### src/hdl/histeq_pkg.sv
// Shared constants and controller/datapath interface types for the histogram equalizer.
`timescale 1ns / 1ps
`default_nettype none
package histeq_pkg;

  localparam int LEVELS     = 256;
  localparam int LVL_W      = 8;
  localparam int CNT_W      = 21;
  localparam int NUM_W      = CNT_W + LVL_W;
  localparam int BIT_W      = 3;
  localparam logic [CNT_W-1:0] MAX_PIXELS = 21'd1048576;

  localparam logic KIND_LOAD = 1'b0;
  localparam logic KIND_MAP  = 1'b1;

  typedef struct packed {
    logic load_rd;
    logic load_wr;
    logic map_rd;
    logic build_start;
    logic build_rd;
    logic acc;
    logic div_init;
    logic div_step;
    logic map_wr;
    logic build_done;
  } he_cmd_t;

  typedef struct packed {
    logic div_last;
    logic idx_last;
  } he_sts_t;

endpackage
`default_nettype wire

### src/hdl/histeq_ctrl.sv
// Controller: sequences pixel loads, map lookups and the per-level table build.
`timescale 1ns / 1ps
`default_nettype none
module histeq_ctrl
  import histeq_pkg::*;
(
  input  wire logic    clk,
  input  wire logic    rst_n,
  input  wire logic    start,
  input  wire logic    in_kind,
  input  wire logic    in_last,
  input  wire he_sts_t sts,
  output logic         busy,
  output he_cmd_t      cmd
);

  typedef enum logic [2:0] {
    S_IDLE,
    S_LOAD_WR,
    S_BUILD_RD,
    S_BUILD_ACC,
    S_DIV_INIT,
    S_DIV,
    S_MAP_WR
  } state_t;

  state_t state_r;
  state_t state_nxt;
  logic   busy_r;
  logic   last_r;
  logic   last_nxt;

  always_comb begin
    state_nxt = state_r;
    last_nxt  = last_r;
    cmd       = '0;
    unique case (state_r)
      S_IDLE: begin
        if (start) begin
          if (in_kind == KIND_MAP) begin
            cmd.map_rd = 1'b1;
          end else begin
            cmd.load_rd = 1'b1;
            last_nxt    = in_last;
            state_nxt   = S_LOAD_WR;
          end
        end
      end
      S_LOAD_WR: begin
        cmd.load_wr = 1'b1;
        if (last_r) begin
          cmd.build_start = 1'b1;
          state_nxt       = S_BUILD_RD;
        end else begin
          state_nxt = S_IDLE;
        end
      end
      S_BUILD_RD: begin
        cmd.build_rd = 1'b1;
        state_nxt    = S_BUILD_ACC;
      end
      S_BUILD_ACC: begin
        cmd.acc   = 1'b1;
        state_nxt = S_DIV_INIT;
      end
      S_DIV_INIT: begin
        cmd.div_init = 1'b1;
        state_nxt    = S_DIV;
      end
      S_DIV: begin
        cmd.div_step = 1'b1;
        if (sts.div_last) begin
          state_nxt = S_MAP_WR;
        end
      end
      S_MAP_WR: begin
        cmd.map_wr = 1'b1;
        if (sts.idx_last) begin
          cmd.build_done = 1'b1;
          state_nxt      = S_IDLE;
        end else begin
          state_nxt = S_BUILD_RD;
        end
      end
      default: begin
        state_nxt = S_IDLE;
      end
    endcase
  end

  always_ff @(posedge clk) begin
    if (!rst_n) begin
      state_r <= S_IDLE;
      busy_r  <= 1'b0;
      last_r  <= 1'b0;
    end else begin
      state_r <= state_nxt;
      busy_r  <= (state_nxt != S_IDLE);
      last_r  <= last_nxt;
    end
  end

  assign busy = busy_r;

endmodule
`default_nettype wire

### config.mk
export PLATFORM = sky130hd
export DESIGN_NAME = histeq_ctrl
export DESIGN_NICKNAME = d
export VERILOG_FILES = /design/src/hdl/histeq_pkg.sv /design/src/hdl/histeq_ctrl.sv
export SDC_FILE = /design/constraint.sdc
export NUM_CORES = 1
export LEC_CHECK = 0
export BUFFER_PORTS_ARGS = -buffer_cell sky130_fd_sc_hd__buf_2
export CAP_MARGIN = 25
export CORE_AREA = 2 2 39 41
export CTS_CLUSTER_SIZE = 25
export DETAILED_ROUTE_END_ITERATION = 8
export DIE_AREA = 0 0 41 43
export PLACE_DENSITY = 0.57
export SLEW_MARGIN = 25
export SYNTH_ARGS = -nofsm -noshare
export SYNTH_HDL_FRONTEND = slang
export SYNTH_SLANG_ARGS = --single-unit
### constraint.sdc
create_clock -name clk -period 1.7 [get_ports clk]
set_input_delay 0.17 -clock clk [delete_from_list [all_inputs] [get_ports clk]]
set_output_delay 0.17 -clock clk [all_outputs]
set_load 0.03 [all_outputs]
# Word level (Yosys, flattened, before mapping)
# Index checks and enable logic that the tools add are counted.
# word_totals
regBits,5
input_bits,7
# op_classes
n_bitwise,1
reduce_logical,3
eq_ne,6
mux,21
# ops
op,count
$pmux W3 S7,1
$mux W1,14
$eq A3 B3 Y1 const B,3
$mux W3,3
$eq A3 B2 Y1 const B,2
$mux W2,3
$eq A3 B1 Y1 const B,1
$logic_not A3 Y1,1
$reduce_and A3 Y1,1
$reduce_bool A3 Y1,1
$not A1 Y1,1

# Longest topological paths before layout
# Gate-level depths: netlist (run 1).
# depth
ltp_word,4
depth_mapped,4
mapped_depth_nobuf,3

# Least setup slack after synthesis (run 1)
# Ideal clock, no wire load.
# synth_timing
path_kind,register to output
startpoint,register state_r[2]
endpoint,output port cmd[0] (netlist name)
path_slack_ns,0.196
required_time_ns,1.530
arrival_ns,1.334
path_buffers,1
stages_incl_launch_ff,5
cell_sequence,dfxtp_1 > buf_6 > nand2_1 > nor2_1 > and2_1
# synth_rtl
item,line,source
from (decl),histeq_ctrl.sv:27,state_t state_r;
from (signal assigned),histeq_ctrl.sv:97,state_r <= state_nxt;
to (decl),histeq_ctrl.sv:14,output he_cmd_t cmd

==> results.sh, run 1 <==
export IMPL_status="complete, no violations"
export IMPL_via_per_inst=4.69
export IMPL_dieWidth_um=41
export IMPL_rsz0062_at_grt="false"
export IMPL_layout_drive_gt1_share_pct=43.1
export IMPL_io_buffers=17
export IMPL_final_common_cell="buf_2"
export IMPL_fin_crit_ps=1550
export IMPL_numCtsBuffers=3
export IMPL_critPathKind="flip-flop to output pin"
export IMPL_core_area_sq_um=1380
export IMPL_syn2layout_area_growth_pct=37.8
export IMPL_ir_drop_mv=0.258
export IMPL_setup_violations=0
export IMPL_holdBufCountCts=0
export IMPL_antenna_cells=0
export IMPL_grt_pass1_wl_um=1000
export IMPL_finalNonFillerCells=74
export IMPL_r2r_cells=3
export IMPL_post_cts_buffers=0
export IMPL_synth_seq_cells=5
export IMPL_track_usage_pct=9.15
export IMPL_wl_per_cell_um=10.2
export IMPL_finalNetCount=66
export IMPL_yosysWarnings=0
export IMPL_holdPathStages=3
export IMPL_cp_max_fo=9
export IMPL_avgSynthCellArea_sq_um=8.63
export IMPL_reg2reg_from="state_r[2]"
export IMPL_via_count=347
export IMPL_cap_violations=0
export IMPL_cellPowerDensity_nw_per_um2=696
export IMPL_clockBufferDepth=2
export IMPL_slowest_delay_ps=540
export IMPL_fin_skew_ps=3.06
export IMPL_hold_path_startpoint="in_last"
export IMPL_maxSlewViolCount=0
export IMPL_dp_cells=70
export IMPL_ys_types=22
export IMPL_cp_start_kind="flip-flop"
export IMPL_drt_initial_drc_count=10
export IMPL_grt_max_degree=14
export IMPL_clock_latency_ps=240
export IMPL_root_buffer="clkbuf_4"
export IMPL_antenna_found_initial=0
export IMPL_tns_ps=0
export IMPL_start_util_pct=23.7
export IMPL_slowest_stage="dfxtp_1"
export IMPL_cts_repair_resized=0
export IMPL_p_total_mw=0.315
export IMPL_globalRouteOverflowTotal=0
export IMPL_hold_viol=0
export IMPL_slew_headroom_pct=75.2
export IMPL_cp_required_ps=1530
export IMPL_dr_pass1_iters=4
export IMPL_leakagePower_nw=0.226
export IMPL_final_cell_mix="buf_2 (17), nand2_1 (5), dfxtp_1 (5)"
export IMPL_placementRows=14
export IMPL_routed_wl_um=753
export IMPL_tightest_slew_ps=372
export IMPL_post_dp_hpwl_um=568
export IMPL_cts_max_level=1
export IMPL_path_cells="nand2_1, nor2_1, and2_1, buf_2"
export IMPL_place_congestion=0.800
export IMPL_path_clk_slew_ps=50
export IMPL_design_area_sq_um=452
export IMPL_die_area_sq_um=1760
export IMPL_worstPathArrival_ps=1380
export IMPL_ios=18
export IMPL_yosysSeqAreaShare_pct=30.5
export IMPL_ant_nets=0
export IMPL_cts_tree="done"
export IMPL_clock_sinks=5
export IMPL_first_global_vias=261
export IMPL_fin_crit_sh_pct=91.0
export IMPL_hp_class="input port to flip-flop"
export IMPL_synthCells=38
export IMPL_drcViolationCount=0
export IMPL_synth_area_sq_um=328
export IMPL_fin_util_pct=32.6
export IMPL_max_freq_mhz=646
export IMPL_place_area_sq_um=425
export IMPL_end_kind="output pin"
export IMPL_critPathLaunch="state_r[2]"
export IMPL_syn_nets=45
export IMPL_die_height_um=43
[area by class of cell]
class / instances / area [sq um]
Fill cell: 145 / 932
Multi-Input combinational cell: 30 / 209
Sequential cell: 5 / 100
Timing Repair Buffer: 18 / 92.6
Clock buffer: 4 / 26.3
Tap cell: 16 / 20.0
Inverter: 1 / 3.75
[worst max-delay path: cells and delay by family, from the launching register on]
family / cells / cell delay, ps
flip-flops: 1 / 540
AND/OR/NAND/NOR: 3 / 420
buffers and inverters: 1 / 180
[per-layer routing]
layer | global-route usage (%) | vias up | wire length (um)
met4 | 6.00 | 0 | 14
met3 | 7.85 | 2 | 102
li1 | - | 173 | -
met1 | 8.39 | 153 | 277
met2 | 12.8 | 19 | 359
met5 | 0 | - | 0
[through the flow]
step	hold slack [ps]	worst slack, ps
after floorplan	287	196
after global placement	427	417
after detailed placement	432	397
after CTS	172	140
after global routing	177	47.5
final	174	153
[report_power, final]
group | internal [mW] | switching, mW | total [mW]
Clock | 0.0889 | 0.0505 | 0.139
Combinational | 0.0218 | 0.0293 | 0.0510
Sequential | 0.122 | 0.00256 | 0.124
[cell usage after synthesis]
cell type | count | share of area [%]
dfxtp_1 | 5 | 31
nand2_1 | 5 | 5.7
and2_1 | 3 | 5.7
nor2_1 | 3 | 3.4
and3_1 | 2 | 3.8
nand2b_1 | 2 | 3.8
nor2b_1 | 2 | 3.8
o21a_1 | 2 | 4.6
a211oi_1 | 1 | 2.3
a221oi_1 | 1 | 2.7
a31oi_1 | 1 | 1.9
and4b_1 | 1 | 3.1
buf_6 | 1 | 3.4
clkbuf_1 | 1 | 1.1
inv_1 | 1 | 1.1
mux2_4 | 1 | 4.6
mux2i_1 | 1 | 3.1
nor3_1 | 1 | 1.5
nor3_4 | 1 | 5.0
nor3b_2 | 1 | 3.8
o21ai_0 | 1 | 1.5
or3b_4 | 1 | 3.4
[flip-flops by register name, indices dropped and copies added, names as in the netlist]
signal   flops
state_r      3
busy         1
last_r       1
[final timing paths]
kind,endpoint,slack (ps)
worst max-delay path,cmd[0],150
worst min-delay path,last_r,170
worst max register to register,state_r[1],390
worst min register to register,last_r,500
[logic make-up (layout without fill, tap and decap cells)]
logic type / Yosys count / in the layout / share of synthesized area [%]
AND/OR/NAND/NOR: 22 / 22 / 43.1
AO/OA/AOI/OAI: 6 / 6 / 13.0
multiplexers: 2 / 2 / 7.63
buffers and inverters: 3 / 23 / 5.72
flip-flops: 5 / 5 / 30.5
Note: power is estimated with default switching activity, not from simulation.
==> run 2: changes to the inputs <==
- clock period: 1.7 -> 1.65 ns (I/O delays scaled with it)
==> run 2 against run 1 <==
Net effect: critical path type unchanged; total power grew 3.5%; sequential power grew 3%; via count shrank 1.2%; worst hold slack gained 4.1 ps; global-route usage grew 0.40 points; worst setup slack got worse by 62 ps; utilization is the same; sequential share of layout area unchanged; combinational power is 2% higher.
==> results.sh, run 2 (synthesis results as in run 1) <==
export IMPL_setup_violations=0
export IMPL_p_total_mw=0.325
export IMPL_cts_tree="done"
export IMPL_start_util_pct=23.7
export IMPL_die_area_sq_um=1760
export IMPL_cts_repair_resized=0
export IMPL_cellPowerDensity_nw_per_um2=721
export IMPL_holdPathStages=3
export IMPL_numCtsBuffers=3
export IMPL_grt_pass1_wl_um=993
export IMPL_track_usage_pct=9.55
export IMPL_holdBufCountCts=0
export IMPL_drt_initial_drc_count=3
export IMPL_cp_start_kind="flip-flop"
export IMPL_root_buffer="clkbuf_4"
export IMPL_final_common_cell="buf_2"
export IMPL_fin_skew_ps=4.87
export IMPL_tightest_slew_ps=372
export IMPL_drcViolationCount=0
export IMPL_status="complete, no violations"
export IMPL_wl_per_cell_um=9.69
export IMPL_first_global_vias=253
export IMPL_critPathKind="flip-flop to output pin"
export IMPL_hold_viol=0
export IMPL_finalNonFillerCells=74
export IMPL_pre_cts_ws_ps=351
export IMPL_core_area_sq_um=1380
export IMPL_hp_class="input port to flip-flop"
export IMPL_worstPathArrival_ps=1390
export IMPL_path_clk_slew_ps=50
export IMPL_cts_max_level=1
export IMPL_rsz0062_at_grt="false"
export IMPL_finalNetCount=66
export IMPL_clock_latency_ps=240
export IMPL_syn2layout_area_growth_pct=37.8
export IMPL_antenna_found_initial=0
export IMPL_layout_drive_gt1_share_pct=43.1
export IMPL_reg2reg_from="state_r[2]"
export IMPL_post_dp_hpwl_um=555
export IMPL_ir_drop_mv=0.359
export IMPL_tns_ps=0
export IMPL_largest_reg_flops=3
export IMPL_io_buffers=17
export IMPL_max_freq_mhz=641
export IMPL_slew_headroom_pct=75.2
export IMPL_cp_required_ps=1480
export IMPL_hold_path_startpoint="in_last"
export IMPL_dr_pass1_iters=4
export IMPL_via_count=343
export IMPL_end_kind="output pin"
export IMPL_antenna_cells=0
export IMPL_via_per_inst=4.64
export IMPL_ant_nets=0
export IMPL_grt_max_degree=14
export IMPL_setup_slack_ps=90.6
export IMPL_top_register="state_r"
export IMPL_cap_violations=0
export IMPL_dp_cells=70
export IMPL_critPathLaunch="state_r[2]"
export IMPL_clock_sinks=5
export IMPL_final_cell_mix="buf_2 (17), nand2_1 (5), dfxtp_1 (5)"
export IMPL_placementRows=14
export IMPL_fin_crit_ps=1560
export IMPL_cp_max_fo=9
export IMPL_ios=18
export IMPL_die_height_um=43
export IMPL_post_cts_buffers=0
export IMPL_routed_wl_um=717
export IMPL_leakagePower_nw=0.226
export IMPL_maxSlewViolCount=0
export IMPL_clockBufferDepth=2
export IMPL_place_congestion=0.765
export IMPL_fin_crit_sh_pct=94.5
export IMPL_num_fill_cells=153
export IMPL_globalRouteOverflowTotal=0
export IMPL_dieWidth_um=41
export IMPL_r2r_cells=3
run 2: critical path: stages, from the launching register on:
cell	delay, ps
dfxtp_1	540
nand2_1	150
nor2_1	140
and2_1	130
buf_2	190
run 2: final timing paths:
kind / endpoint / slack, ps
worst min-delay path: last_r / 180
worst max register to register: state_r[1] / 330
worst min register to register: last_r / 490
worst max-delay path: cmd[0] / 90
run 2: power breakdown:
group,switching (mW),internal (mW),leakage [nW]
Combinational,0.0294,0.0224,0.170
Sequential,0.00260,0.125,0.0407
Clock,0.0541,0.0917,0.0150
Total,0.0861,0.239,0.226
run 2: per-stage QoR:
step / cell area [sq um] / hold WS [ps] / utilization (%)
floorplan: 328 / 282 / -
global placement: 425 / 422 / 30.7
detailed placement: 425 / 432 / 30.7
CTS: 452 / 177 / 32.6
global route: 452 / 184 / 32.6
finish: 452 / 178 / 32.6
run 2: area by class of cell:
| cell class | instances | area (sq um) | area share, % |
|---|---|---|---|
| multi-input cells | 30 | 209 | 46.3 |
| flip-flops and latches | 5 | 100 | 22.2 |
| repair buffers | 18 | 92.6 | 20.5 |
| clock buffers | 4 | 26.3 | 5.82 |
| well taps | 16 | 20.0 | 4.43 |
| inverters | 1 | 3.75 | 0.831 |
run 2: routing by layer:
layer / up-vias / GRT usage (%) / routed length (um) / share of wire [%]
li1: 174 / - / - / -
met1: 155 / 9.68 / 321 / 45
met2: 12 / 11.9 / 320 / 45
met3: 2 / 4.71 / 59 / 8.2
met4: 0 / 12.0 / 14 / 2.0
met5: - / 0 / 0 / 0
==> run 3: changes to the inputs <==
- RECOVER_POWER: unset -> 50
- clock period: 1.65 -> 1.5 ns (I/O delays scaled with it)
==> run 3 against run 2 <==
Net effect: clock-buffer cell count unchanged; sequential cell count unchanged; sequential share of layout area grew 0.21 points; critical path depth shrank 1; die area unchanged; first-iteration DRC count shrank 33%; non-clock buffer count stayed put; combinational power increased by 8.7%; total power rose by 9.8%; sequential power rose by 10%; worst setup slack got worse by 39 ps; wire length down 1.4%; largest cell class unchanged; highest routed layer unchanged.
==> results.sh, run 3 (synthesis results as in run 1) <==
export IMPL_routed_wl_um=707
export IMPL_setup_violations=0
export IMPL_cts_max_level=1
export IMPL_antenna_found_initial=0
export IMPL_finalNetCount=66
export IMPL_post_cts_buffers=0
export IMPL_worstPathArrival_ps=1300
export IMPL_hold_viol=0
export IMPL_die_height_um=43
export IMPL_max_freq_mhz=691
export IMPL_num_fill_cells=154
export IMPL_largest_reg_flops=3
export IMPL_critPathKind="flip-flop to output pin"
export IMPL_fin_crit_ps=1450
export IMPL_layout_drive_gt1_share_pct=43.1
export IMPL_drt_initial_drc_count=2
export IMPL_grt_pass1_wl_um=993
export IMPL_core_area_sq_um=1380
export IMPL_numCtsBuffers=3
export IMPL_dieWidth_um=41
export IMPL_cellPowerDensity_nw_per_um2=789
export IMPL_ir_drop_mv=0.397
export IMPL_final_common_cell="buf_2"
export IMPL_syn2layout_area_growth_pct=38.2
export IMPL_first_global_vias=253
export IMPL_final_cell_mix="buf_2 (14), nand2_1 (5), dfxtp_1 (4), and2_1 (3), clkbuf_4 (3)"
export IMPL_track_usage_pct=9.55
export IMPL_via_count=331
export IMPL_end_kind="output pin"
export IMPL_dr_pass1_iters=4
export IMPL_cts_tree="done"
export IMPL_clockBufferDepth=2
export IMPL_leakagePower_nw=0.223
export IMPL_start_util_pct=23.7
export IMPL_p_total_mw=0.357
export IMPL_ant_nets=0
export IMPL_tns_ps=0
export IMPL_ios=18
export IMPL_grt_max_degree=14
export IMPL_clock_latency_ps=240
export IMPL_globalRouteOverflowTotal=0
export IMPL_r2r_cells=3
export IMPL_multi_input_area_sq_um=208
export IMPL_root_buffer="clkbuf_4"
export IMPL_slew_headroom_pct=75.9
export IMPL_status="complete, no violations"
export IMPL_cp_max_fo=2
export IMPL_clock_sinks=5
export IMPL_reg2reg_slack_ps=280
export IMPL_maxSlewViolCount=0
export IMPL_wl_per_cell_um=9.55
export IMPL_holdPathStages=3
export IMPL_die_area_sq_um=1760
export IMPL_rsz0062_at_grt="false"
export IMPL_path_clk_slew_ps=50
export IMPL_tightest_slew_ps=364
export IMPL_fin_crit_sh_pct=96.5
export IMPL_regArea_sq_um=101
export IMPL_placementRows=14
export IMPL_fin_skew_ps=3.80
export IMPL_drcViolationCount=0
export IMPL_cap_violations=0
export IMPL_cp_required_ps=1350
export IMPL_top_register="state_r"
export IMPL_hp_class="input port to flip-flop"
export IMPL_antenna_cells=0
export IMPL_post_dp_hpwl_um=555
export IMPL_place_congestion=0.765
export IMPL_io_buffers=17
export IMPL_cp_start_kind="flip-flop"
export IMPL_via_per_inst=4.47
-- run 3: timing repair --
action | CTS | global route
endpoints found under the hold margin | 0 | 0
gates resized for setup | 2 | 1
setup endpoints to repair | 5 | 1
pin swaps | 0 | 0
hold buffers | 0 | 0
-- run 3: stage by stage --
stage / hold WS [ps] / instance area, sq um / instances / util, % / setup WS, ps
3_5_place_dp: 417 / 425 / 70 / 30.7 / 201
4_1_cts: 162 / 455 / 74 / 32.9 / 23.5
5_1_grt: 169 / 453 / 74 / 32.7 / 1.72
3_3_place_gp: 407 / 425 / 70 / 30.7 / 218
6_report: 162 / 453 / 74 / 32.7 / 51.9
2_1_floorplan: 267 / 328 / 38 / - / 16.2
-- run 3: routing by layer --
metal  wire length, um  part of all wire (%)  global-route usage [%]  vias to the layer above
met2               322                    46                    11.9                       13
met1               304                    43                    9.68                      143
met4                15                   2.1                    12.0                        0
met5                 0                     0                       0                        -
met3                63                   8.9                    4.71                        2
li1                  -                     -                       -                      173
-- run 3: worst paths after layout --
path,startpoint,end
max,state_r[0],cmd[9]
min,in_last,last_r
max reg2reg,state_r[2],state_r[1]
min reg2reg,last_r,last_r
-- run 3: layout make-up --
cell class | instances | share of cell area, %
Multi-Input combinational cell | 30 | 45.9
Timing Repair Buffer | 18 | 20.7
Inverter | 1 | 0.829
Clock buffer | 4 | 5.80
Sequential cell | 5 | 22.4
Tap cell | 16 | 4.42
-- run 3: where the power goes --
part	switching [mW]	internal, mW	total, mW
Clock	0.0596	0.101	0.160
Sequential	0.00285	0.138	0.141
Combinational	0.0323	0.0242	0.0564
-- run 3: critical path, stage by stage, from the launching register on --
cell and delay (ps):
dfxtp_1 310, or3b_4 410, nor3_4 150, buf_4 190
